--- src/rtl/int4gdd_pkg.sv ---
`timescale 1ns / 1ps
// ----------------------------------------------------------------------------
// int4gdd_pkg
// Types and fixed widths shared by the int4 group dequant dot product block.
// ----------------------------------------------------------------------------
package int4gdd_pkg;

  localparam int TERM_W = 25;   // (nibble*16 - zp) * x_even + same for odd
  localparam int GACC_W = 40;   // group accumulator, wraps
  localparam int RACC_W = 48;   // row accumulator, saturates
  localparam int PROD_W = 57;   // group sum times unsigned scale
  localparam int ADD_W  = 41;   // rounded scaled group sum
  localparam int OUT_W  = 32;   // row_sum, Q15.16

  localparam logic [3:0] NIB_MASK      = 4'hF;
  localparam int         OUT_MAX_SHIFT = 31;
  localparam logic signed [PROD_W-1:0] ROUND_HALF = PROD_W'(32768);

  // One queued item, already reduced to its exact term, scale and close flags
  typedef struct packed {
    logic signed [TERM_W-1:0] term;
    logic [15:0]              scale;
    logic                     grp_end;
    logic                     row_end;
  } item_t;

  typedef struct packed {
    logic signed [OUT_W-1:0] row_sum;
    logic                    saturated;
  } result_t;

endpackage

--- src/rtl/int4gdd_fifo.sv ---
`timescale 1ns / 1ps
// ----------------------------------------------------------------------------
// int4gdd_fifo
// Small first-word-fall-through queue, register storage.
// ----------------------------------------------------------------------------
module int4gdd_fifo #(
  parameter int W     = 8,
  parameter int DEPTH = 4
) (
  input  logic         clk,
  input  logic         rst_n,
  input  logic         push,
  input  logic [W-1:0] din,
  output logic         full,
  input  logic         pop,
  output logic [W-1:0] dout,
  output logic         empty
);

  localparam int AW = (DEPTH > 1) ? $clog2(DEPTH) : 1;
  localparam int CW = $clog2(DEPTH + 1);

  logic [W-1:0]  mem_r [DEPTH];
  logic [AW-1:0] wr_ptr_r, rd_ptr_r;
  logic [CW-1:0] count_r;
  logic          do_push, do_pop;

  assign full    = (count_r == CW'(DEPTH));
  assign empty   = (count_r == '0);
  assign do_push = push && !full;
  assign do_pop  = pop && !empty;
  assign dout    = mem_r[rd_ptr_r];

  always_ff @(posedge clk) begin
    if (do_push) begin
      mem_r[wr_ptr_r] <= din;
    end
  end

  always_ff @(posedge clk) begin
    if (!rst_n) begin
      wr_ptr_r <= '0;
      rd_ptr_r <= '0;
      count_r  <= '0;
    end else begin
      if (do_push) begin
        wr_ptr_r <= (wr_ptr_r == AW'(DEPTH - 1)) ? '0 : wr_ptr_r + 1'b1;
      end
      if (do_pop) begin
        rd_ptr_r <= (rd_ptr_r == AW'(DEPTH - 1)) ? '0 : rd_ptr_r + 1'b1;
      end
      if (do_push && !do_pop) begin
        count_r <= count_r + 1'b1;
      end else if (do_pop && !do_push) begin
        count_r <= count_r - 1'b1;
      end
    end
  end

endmodule

--- src/rtl/int4gdd_front.sv ---
`timescale 1ns / 1ps
// ----------------------------------------------------------------------------
// int4gdd_front
// Accepts items, forms the exact per-byte term and the close flags.
// ----------------------------------------------------------------------------
module int4gdd_front
  import int4gdd_pkg::*;
(
  input  logic               in_push,
  output logic               in_full,
  input  logic [7:0]         in_weight_byte,
  input  logic signed [15:0] in_x_even,
  input  logic signed [15:0] in_x_odd,
  input  logic               in_odd_used,
  input  logic [15:0]        in_scale,
  input  logic [7:0]         in_zp,
  input  logic               in_group_last,
  input  logic               in_row_last,
  input  logic               q_full,
  output logic               q_push,
  output item_t              q_item
);

  logic [3:0]               nib_lo, nib_hi;
  logic signed [9:0]        d_lo, d_hi;
  logic signed [TERM_W-1:0] p_lo, p_hi, p_hi_g, p_sum;

  // weight minus zero point, both in Q4.4
  assign nib_lo = in_weight_byte[3:0] & NIB_MASK;
  assign nib_hi = in_weight_byte[7:4] & NIB_MASK;
  assign d_lo   = $signed({2'b00, nib_lo, 4'b0000}) - $signed({2'b00, in_zp});
  assign d_hi   = $signed({2'b00, nib_hi, 4'b0000}) - $signed({2'b00, in_zp});

  // each product fits 24 bits, their sum fits TERM_W
  assign p_lo   = TERM_W'(d_lo) * TERM_W'(in_x_even);
  assign p_hi   = TERM_W'(d_hi) * TERM_W'(in_x_odd);
  assign p_hi_g = in_odd_used ? p_hi : '0;
  assign p_sum  = p_lo + p_hi_g;

  assign in_full = q_full;
  assign q_push  = in_push && !q_full;

  always_comb begin
    q_item.term    = p_sum;
    q_item.scale   = in_scale;
    q_item.grp_end = in_group_last || in_row_last;  // row end closes the group
    q_item.row_end = in_row_last;
  end

endmodule

--- src/rtl/int4gdd_back.sv ---
`timescale 1ns / 1ps
// ----------------------------------------------------------------------------
// int4gdd_back
// Group accumulate, scale, round, row accumulate and clip pipeline.
// ----------------------------------------------------------------------------
module int4gdd_back
  import int4gdd_pkg::*;
(
  input  logic    clk,
  input  logic    rst_n,
  input  item_t   q_item,
  input  logic    q_empty,
  output logic    q_pop,
  input  logic    o_full,
  output logic    o_push,
  output result_t o_data
);

  logic en;

  // S1: group accumulator
  logic signed [GACC_W-1:0] gacc_r, gsum, ga_r;
  logic [15:0]              s1_scale_r;
  logic                     s1_v_r, s1_row_r;
  // S2: scale multiply
  logic signed [PROD_W-1:0] prod_nxt, prod_r, rnd;
  logic                     s2_v_r, s2_row_r;
  // S3: round to Q.16
  logic signed [ADD_W-1:0]  add_r;
  logic                     s3_v_r, s3_row_r;
  // S4: row accumulator
  logic signed [RACC_W:0]   r_wide;
  logic signed [RACC_W-1:0] racc_r, r_sat, res_r;
  logic                     s4_v_r;
  // S5: clip and output register
  result_t                  clip_nxt, out_r;
  logic                     out_v_r;

  assign en     = !out_v_r || !o_full;
  assign q_pop  = en && !q_empty;
  assign o_push = out_v_r && !o_full;
  assign o_data = out_r;

  assign gsum = gacc_r + {{(GACC_W-TERM_W){q_item.term[TERM_W-1]}}, q_item.term};

  assign prod_nxt = PROD_W'(ga_r) * PROD_W'($signed({1'b0, s1_scale_r}));
  assign rnd      = prod_r + ROUND_HALF;

  assign r_wide = {racc_r[RACC_W-1], racc_r}
                + {{(RACC_W+1-ADD_W){add_r[ADD_W-1]}}, add_r};

  always_comb begin
    if (r_wide[RACC_W] != r_wide[RACC_W-1]) begin
      r_sat = r_wide[RACC_W] ? {1'b1, {(RACC_W-1){1'b0}}} : {1'b0, {(RACC_W-1){1'b1}}};
    end else begin
      r_sat = r_wide[RACC_W-1:0];
    end
  end

  // fits Q15.16 when all bits from the output sign bit up agree
  always_comb begin
    if (&res_r[RACC_W-1:OUT_MAX_SHIFT] || ~|res_r[RACC_W-1:OUT_MAX_SHIFT]) begin
      clip_nxt.row_sum   = res_r[OUT_W-1:0];
      clip_nxt.saturated = 1'b0;
    end else begin
      clip_nxt.row_sum   = res_r[RACC_W-1] ? {1'b1, {(OUT_W-1){1'b0}}}
                                           : {1'b0, {(OUT_W-1){1'b1}}};
      clip_nxt.saturated = 1'b1;
    end
  end

  always_ff @(posedge clk) begin
    if (!rst_n) begin
      gacc_r  <= '0;
      racc_r  <= '0;
      s1_v_r  <= 1'b0;
      s2_v_r  <= 1'b0;
      s3_v_r  <= 1'b0;
      s4_v_r  <= 1'b0;
      out_v_r <= 1'b0;
    end else if (en) begin
      if (q_pop) begin
        gacc_r <= q_item.grp_end ? '0 : gsum;
      end
      if (s3_v_r) begin
        racc_r <= s3_row_r ? '0 : r_sat;
      end
      s1_v_r  <= q_pop && q_item.grp_end;
      s2_v_r  <= s1_v_r;
      s3_v_r  <= s2_v_r;
      s4_v_r  <= s3_v_r && s3_row_r;
      out_v_r <= s4_v_r;
    end
  end

  always_ff @(posedge clk) begin
    if (en) begin
      ga_r       <= gsum;
      s1_scale_r <= q_item.scale;
      s1_row_r   <= q_item.row_end;
      prod_r     <= prod_nxt;
      s2_row_r   <= s1_row_r;
      add_r      <= rnd[PROD_W-1:16];
      s3_row_r   <= s2_row_r;
      res_r      <= r_sat;
      out_r      <= clip_nxt;
    end
  end

endmodule

--- src/rtl/int4_group_dequant_dot_top.sv ---
`timescale 1ns / 1ps
// Path: a row result reaches the out_ ports through the queue, the 4 back
//   stages, output register and result queue; the back stages stall on o_full.
// Throughput: one packed weight byte per cycle while in_full is low, set by
//   the front multipliers and the group accumulator loop of the back end.
// Reset (rst_n low, synchronous): both accumulators, both queues and all
//   stage valid bits clear; in_full is low on the first cycle after reset.
// ----------------------------------------------------------------------------
// int4_group_dequant_dot_top
// int4 group-quantized row times Q3.12 vector, emitting a Q15.16 row sum.
// ----------------------------------------------------------------------------
module int4_group_dequant_dot_top
  import int4gdd_pkg::*;
#(
  parameter int QUEUE_DEPTH = 4,   // front-to-back decoupling queue
  parameter int OUT_DEPTH   = 4    // result queue
) (
  input  logic               clk,
  input  logic               rst_n,
  // input channel
  input  logic               in_push,
  output logic               in_full,
  input  logic [7:0]         in_weight_byte,
  input  logic signed [15:0] in_x_even,
  input  logic signed [15:0] in_x_odd,
  input  logic               in_odd_used,
  input  logic [15:0]        in_scale,
  input  logic [7:0]         in_zp,
  input  logic               in_group_last,
  input  logic               in_row_last,
  // result channel
  output logic               out_empty,
  input  logic               out_pop,
  output logic signed [31:0] out_row_sum,
  output logic               out_saturated
);

  // Front: each accepted transaction is reduced to one exact 25-bit term
  // (each used nibble minus zero point, times its activation) plus flags
  // telling the back end whether it closes a group and/or the row.
  item_t   f_item, b_item;
  logic    f_push, q_full, q_empty, q_pop;
  logic [$bits(item_t)-1:0] q_dout;

  // Back: result transactions leave through a small output queue; the back
  // pipeline stalls as a whole only when that queue is full.
  result_t b_res, o_res;
  logic    b_push, o_full;
  logic [$bits(result_t)-1:0] o_dout;

  int4gdd_front u_front (
    .in_push        (in_push),
    .in_full        (in_full),
    .in_weight_byte (in_weight_byte),
    .in_x_even      (in_x_even),
    .in_x_odd       (in_x_odd),
    .in_odd_used    (in_odd_used),
    .in_scale       (in_scale),
    .in_zp          (in_zp),
    .in_group_last  (in_group_last),
    .in_row_last    (in_row_last),
    .q_full         (q_full),
    .q_push         (f_push),
    .q_item         (f_item)
  );

  int4gdd_fifo #(
    .W     ($bits(item_t)),
    .DEPTH (QUEUE_DEPTH)
  ) u_queue (
    .clk   (clk),
    .rst_n (rst_n),
    .push  (f_push),
    .din   (f_item),
    .full  (q_full),
    .pop   (q_pop),
    .dout  (q_dout),
    .empty (q_empty)
  );

  assign b_item = item_t'(q_dout);

  // Group close: scaled sum rounded half up to Q.16, added to a saturating
  // 48-bit row sum. Row close: row sum clipped to Q15.16 with a flag.
  int4gdd_back u_back (
    .clk     (clk),
    .rst_n   (rst_n),
    .q_item  (b_item),
    .q_empty (q_empty),
    .q_pop   (q_pop),
    .o_full  (o_full),
    .o_push  (b_push),
    .o_data  (b_res)
  );

  int4gdd_fifo #(
    .W     ($bits(result_t)),
    .DEPTH (OUT_DEPTH)
  ) u_out_queue (
    .clk   (clk),
    .rst_n (rst_n),
    .push  (b_push),
    .din   (b_res),
    .full  (o_full),
    .pop   (out_pop),
    .dout  (o_dout),
    .empty (out_empty)
  );

  assign o_res         = result_t'(o_dout);
  assign out_row_sum   = o_res.row_sum;
  assign out_saturated = o_res.saturated;

endmodule

--- config.mk ---
export PLATFORM = sky130hd
export DESIGN_NAME = int4_group_dequant_dot_top
export DESIGN_NICKNAME = d
export VERILOG_FILES = /design/src/rtl/int4gdd_pkg.sv /design/src/rtl/int4gdd_fifo.sv /design/src/rtl/int4gdd_front.sv /design/src/rtl/int4gdd_back.sv /design/src/rtl/int4_group_dequant_dot_top.sv
export SDC_FILE = /design/constraint.sdc
export NUM_CORES = 2
export LEC_CHECK = 0
export ABC_AREA = 1
export BUFFER_PORTS_ARGS = -buffer_cell sky130_fd_sc_hd__buf_2
export CAP_MARGIN = 10
export CORE_MARGIN = 5
export CORE_UTILIZATION = 35
export CTS_BUF_LIST = sky130_fd_sc_hd__clkbuf_4 sky130_fd_sc_hd__clkbuf_8
export DETAILED_ROUTE_END_ITERATION = 16
export PLACE_DENSITY_LB_ADDON = 0.3
export SLEW_MARGIN = 20
export SYNTH_ARGS = -nofsm -noshare
export SYNTH_HDL_FRONTEND = slang
export SYNTH_SLANG_ARGS = --single-unit
--- constraint.sdc ---
create_clock -name clk -period 11.1 [get_ports clk]
set_clock_uncertainty 0.05 [all_clocks]
set_input_delay 0.555 -clock clk [delete_from_list [all_inputs] [get_ports clk]]
set_output_delay 0.555 -clock clk [all_outputs]
set_load 0.03 [all_outputs]
==> impl_metrics.yaml <==
run_status:
  status: "completed"
worst_setup_path:
  critPathBufInv: 7
  critical-path-top-cell-by-count: "nand2_1"
  cp.required_ps: 11550
  critPathTopFamily: "adder cells"
  startpoint_type: "input pin"
  cp_data_arrival_time_ps: 9850
  endpoint_kind: "flop"
  crit_slowest_cell: "buf_2"
  r2r_cells: 21
  crit_path_max_fanout: 32
  critPathMaxStageDelay_ps: 530
  rrSetupSlack_ps: 3450
  timing.rr.start: "u_back.ga_r[15]"
  crit-reg2reg-capture: "u_back.prod_r[51]"
  path_class: "in2reg"
grt:
  grt_use_total_pct: 17.8
  grt_max_degree: 88
  grt_pass1_wl_um: 273000
  antenna_found_initial: 1
  grt.overflow.total: 0
  grt_pass1_vias: 50329
synth:
  ys_seq_area_share_pct: 28.5
  synth.avg_cell_area_sq_um: 8.63
  ys_ff_latch: 638
  ys.warnings.count: 0
  syn-cell-area_sq_um: 63300
  synth-main-ff-cell: "edfxtp_1"
  async_flop_share_pct: 0
  yosysTopAreaCell: "fa_1"
  netlist_top_cells_area: "fa_1, edfxtp_1, nand2_1"
  syn-num-nets: 8623
  synth-edff-count: 527
  ys_types: 51
  synthCells: 7337
  yosysTopAreaCellShare_pct: 27.2
floorplan:
  fp-row-count: 156
  die_y_um: 435
  initial_utilization_pct: 35.1
  coreArea_sq_um: 180000
  dieArea_sq_um: 189000
  die_w_um: 435
  io_pins: 106
hold_path:
  holdCritPathClass: "in2reg"
  min_path_cells: 2
  min_from: "in_group_last"
  hold_end: "u_queue.mem_r[0][1]"
detailed_routing:
  drc: 0
  drtPass1Iterations: 8
  vias: 47426
  drt_iter0_markers: 2934
  met1_length_um: 73700
  postRouteAntennaNets: 0
  maxUsedRoutingLayer: "met4"
  drt_wl_total_um: 169000
  routedWlPerCell_um: 17.2
  wl_met2_um: 83900
  wl_met3_um: 6380
  avgViaCountPerCell: 4.83
final_layout:
  nets: 8650
  syn_to_final_growth_pct: 8.58
  drive_gt1_share_pct: 5.47
clock_network:
  htreeDepth: 3
  cts_sinks: 638
  numCtsBuffers: 108
  cts_root_buf: "clkbuf_8"
  postCtsSetupBuffers: 0
  cts_tree: "done"
  post_cts_resized: 0
  path_clk_slew_ps: 60
  clk-insertion-delay-late_ps: 790
  cts_buffer_depth: 3
timing:
  rsz0062_at_grt: "false"
  relSlewSlack_pct: 22.8
  slew_violations: 0
  worst_slew_pin_slew_ps: 1150
  fin_hold_ws_ps: 99.5
  fmaxAchievable_mhz: 106
  min_period_ps: 9400
  final_hold_viol_count: 0
  setup_viol: 0
  tns_ps: 0
  fin_crit_sh_pct: 84.7
flow_run:
  cap_viol_max_count: 0
placed_design:
  place.gp.congestion: 0.942
  place_hpwl_um: 131000
  io_buffers: 105
-- sequential cells by signal, indices dropped and copies added, names as in the netlist, 3 cells and up, named ones only --
register	flops
u_back.gacc_r	40
u_out_queue.count_r	3
u_queue.mem_r	172
u_back.add_r	41
u_back.racc_r	48
u_back.o_data	33
u_back.ga_r	40
u_back.prod_r	42
u_out_queue.mem_r	132
u_queue.count_r	3
u_back.s1_scale_r	16
u_back.res_r	48
-- placed cells by master, fill, tap and decap left out, types with 22 or more instances in the layout --
master and n:
clkbuf_4 36, a21oi_1 314, a21o_1 26, clkbuf_8 113, o22ai_1 74, ha_1 354
edfxtp_1 527, buf_4 53, nor3_1 52, nand3_1 128, a31oi_1 22, nor2_1 614
dfxtp_1 109, inv_1 1512, xor2_1 121, o21ai_0 277, buf_2 105, nand2_1 1786
nand4_1 51, o21bai_1 34, xnor2_1 68, fa_1 861
-- stage by stage --
| stage | area [sq um] | cells | setup WS, ps | utilization (%) |
|---|---|---|---|---|
| 2_1_floorplan | 63300 | 7337 | 2400 | - |
| 3_3_place_gp | 66200 | 9607 | 948 | 36.7 |
| 3_5_place_dp | 66200 | 9607 | 958 | 36.7 |
| 4_1_cts | 68700 | 9826 | 1800 | 38.1 |
| 5_1_grt | 68700 | 9827 | 1080 | 38.1 |
| 6_report | 68700 | 9827 | 1700 | 38.1 |
-- cell usage after synthesis (68+ instances only) --
library cell  count
o22ai_1          74
xor2_1          121
ha_1            354
a21oi_1         314
nand2_1        1786
dfxtp_1         111
nand3_1         128
xnor2_1          68
nor2_1          624
o21ai_0         277
fa_1            861
edfxtp_1        527
clkbuf_1        235
inv_1          1516
-- worst reg2reg max path, stage by stage (launching register included) --
cell	delay, ps
edfxtp_1	1050
nand2_1	210
fa_1	600
inv_1	60
fa_1	490
inv_1	60
fa_1	490
fa_1	480
fa_1	520
inv_1	50
fa_1	390
ha_1	390
a21oi_1	410
o21ai_0	160
a21oi_1	520
nand3_1	470
a21oi_1	450
o21bai_1	210
nand3_1	160
nand2_1	70
nand2_1	60
nand2_1	40
-- metal layers --
metal / up-vias / global-route usage (%)
li1: 22634 / -
met2: 1056 / 31.7
met4: 0 / 5.11
met3: 267 / 1.72
met5: - / 0
met1: 23469 / 22.9
-- worst max path at each step --
stage	start	slack [ps]	cells past startpoint	end
6_report	in_zp[0]	1700	41	u_queue.mem_r[2][42]
3_5_place_dp	in_zp[0]	960	39	u_queue.mem_r[1][39]
5_1_grt	in_zp[0]	1080	42	u_queue.mem_r[3][42]
3_3_place_gp	in_zp[0]	950	43	u_queue.mem_r[0][42]
2_1_floorplan	in_zp[0]	2400	46	u_queue.mem_r[0][42]
4_1_cts	in_zp[0]	1800	37	u_queue.mem_r[3][39]
-- area by class of cell --
| type | instances | area [sq um] |
|---|---|---|
| Clock buffer | 149 | 1830 |
| Sequential cell | 638 | 18000 |
| Multi-Input combinational cell | 4917 | 38600 |
| Inverter | 1524 | 5730 |
| Timing Repair Buffer | 175 | 1090 |
| Tap cell | 2370 | 2970 |
| Antenna cell | 1 | 2.50 |
| Clock inverter | 53 | 479 |
| Fill cell | 18472 | 112000 |
-- repair_timing --
item | CTS | global route
hold buffers | 17 | 0
endpoints found under the setup margin | 0 | 0
endpoints found under the hold margin | 68 | 0
-- cell families (layout without fill, tap and decap cells) --
kind of cell	Yosys count	in the layout	share of synthesized area (%)
AND/OR/NAND/NOR	2716	2716	17.0
AO/OA/AOI/OAI	797	797	6.95
XOR/XNOR	189	189	2.62
buffers and inverters	1782	1901	10.7
other	0	1	0
flip-flops	638	638	28.5
adder cells (fa/ha/maj)	1215	1215	34.2
Power is not shown: default switching activity piles up to over one toggle a cycle in this logic, so the estimate is an artifact.
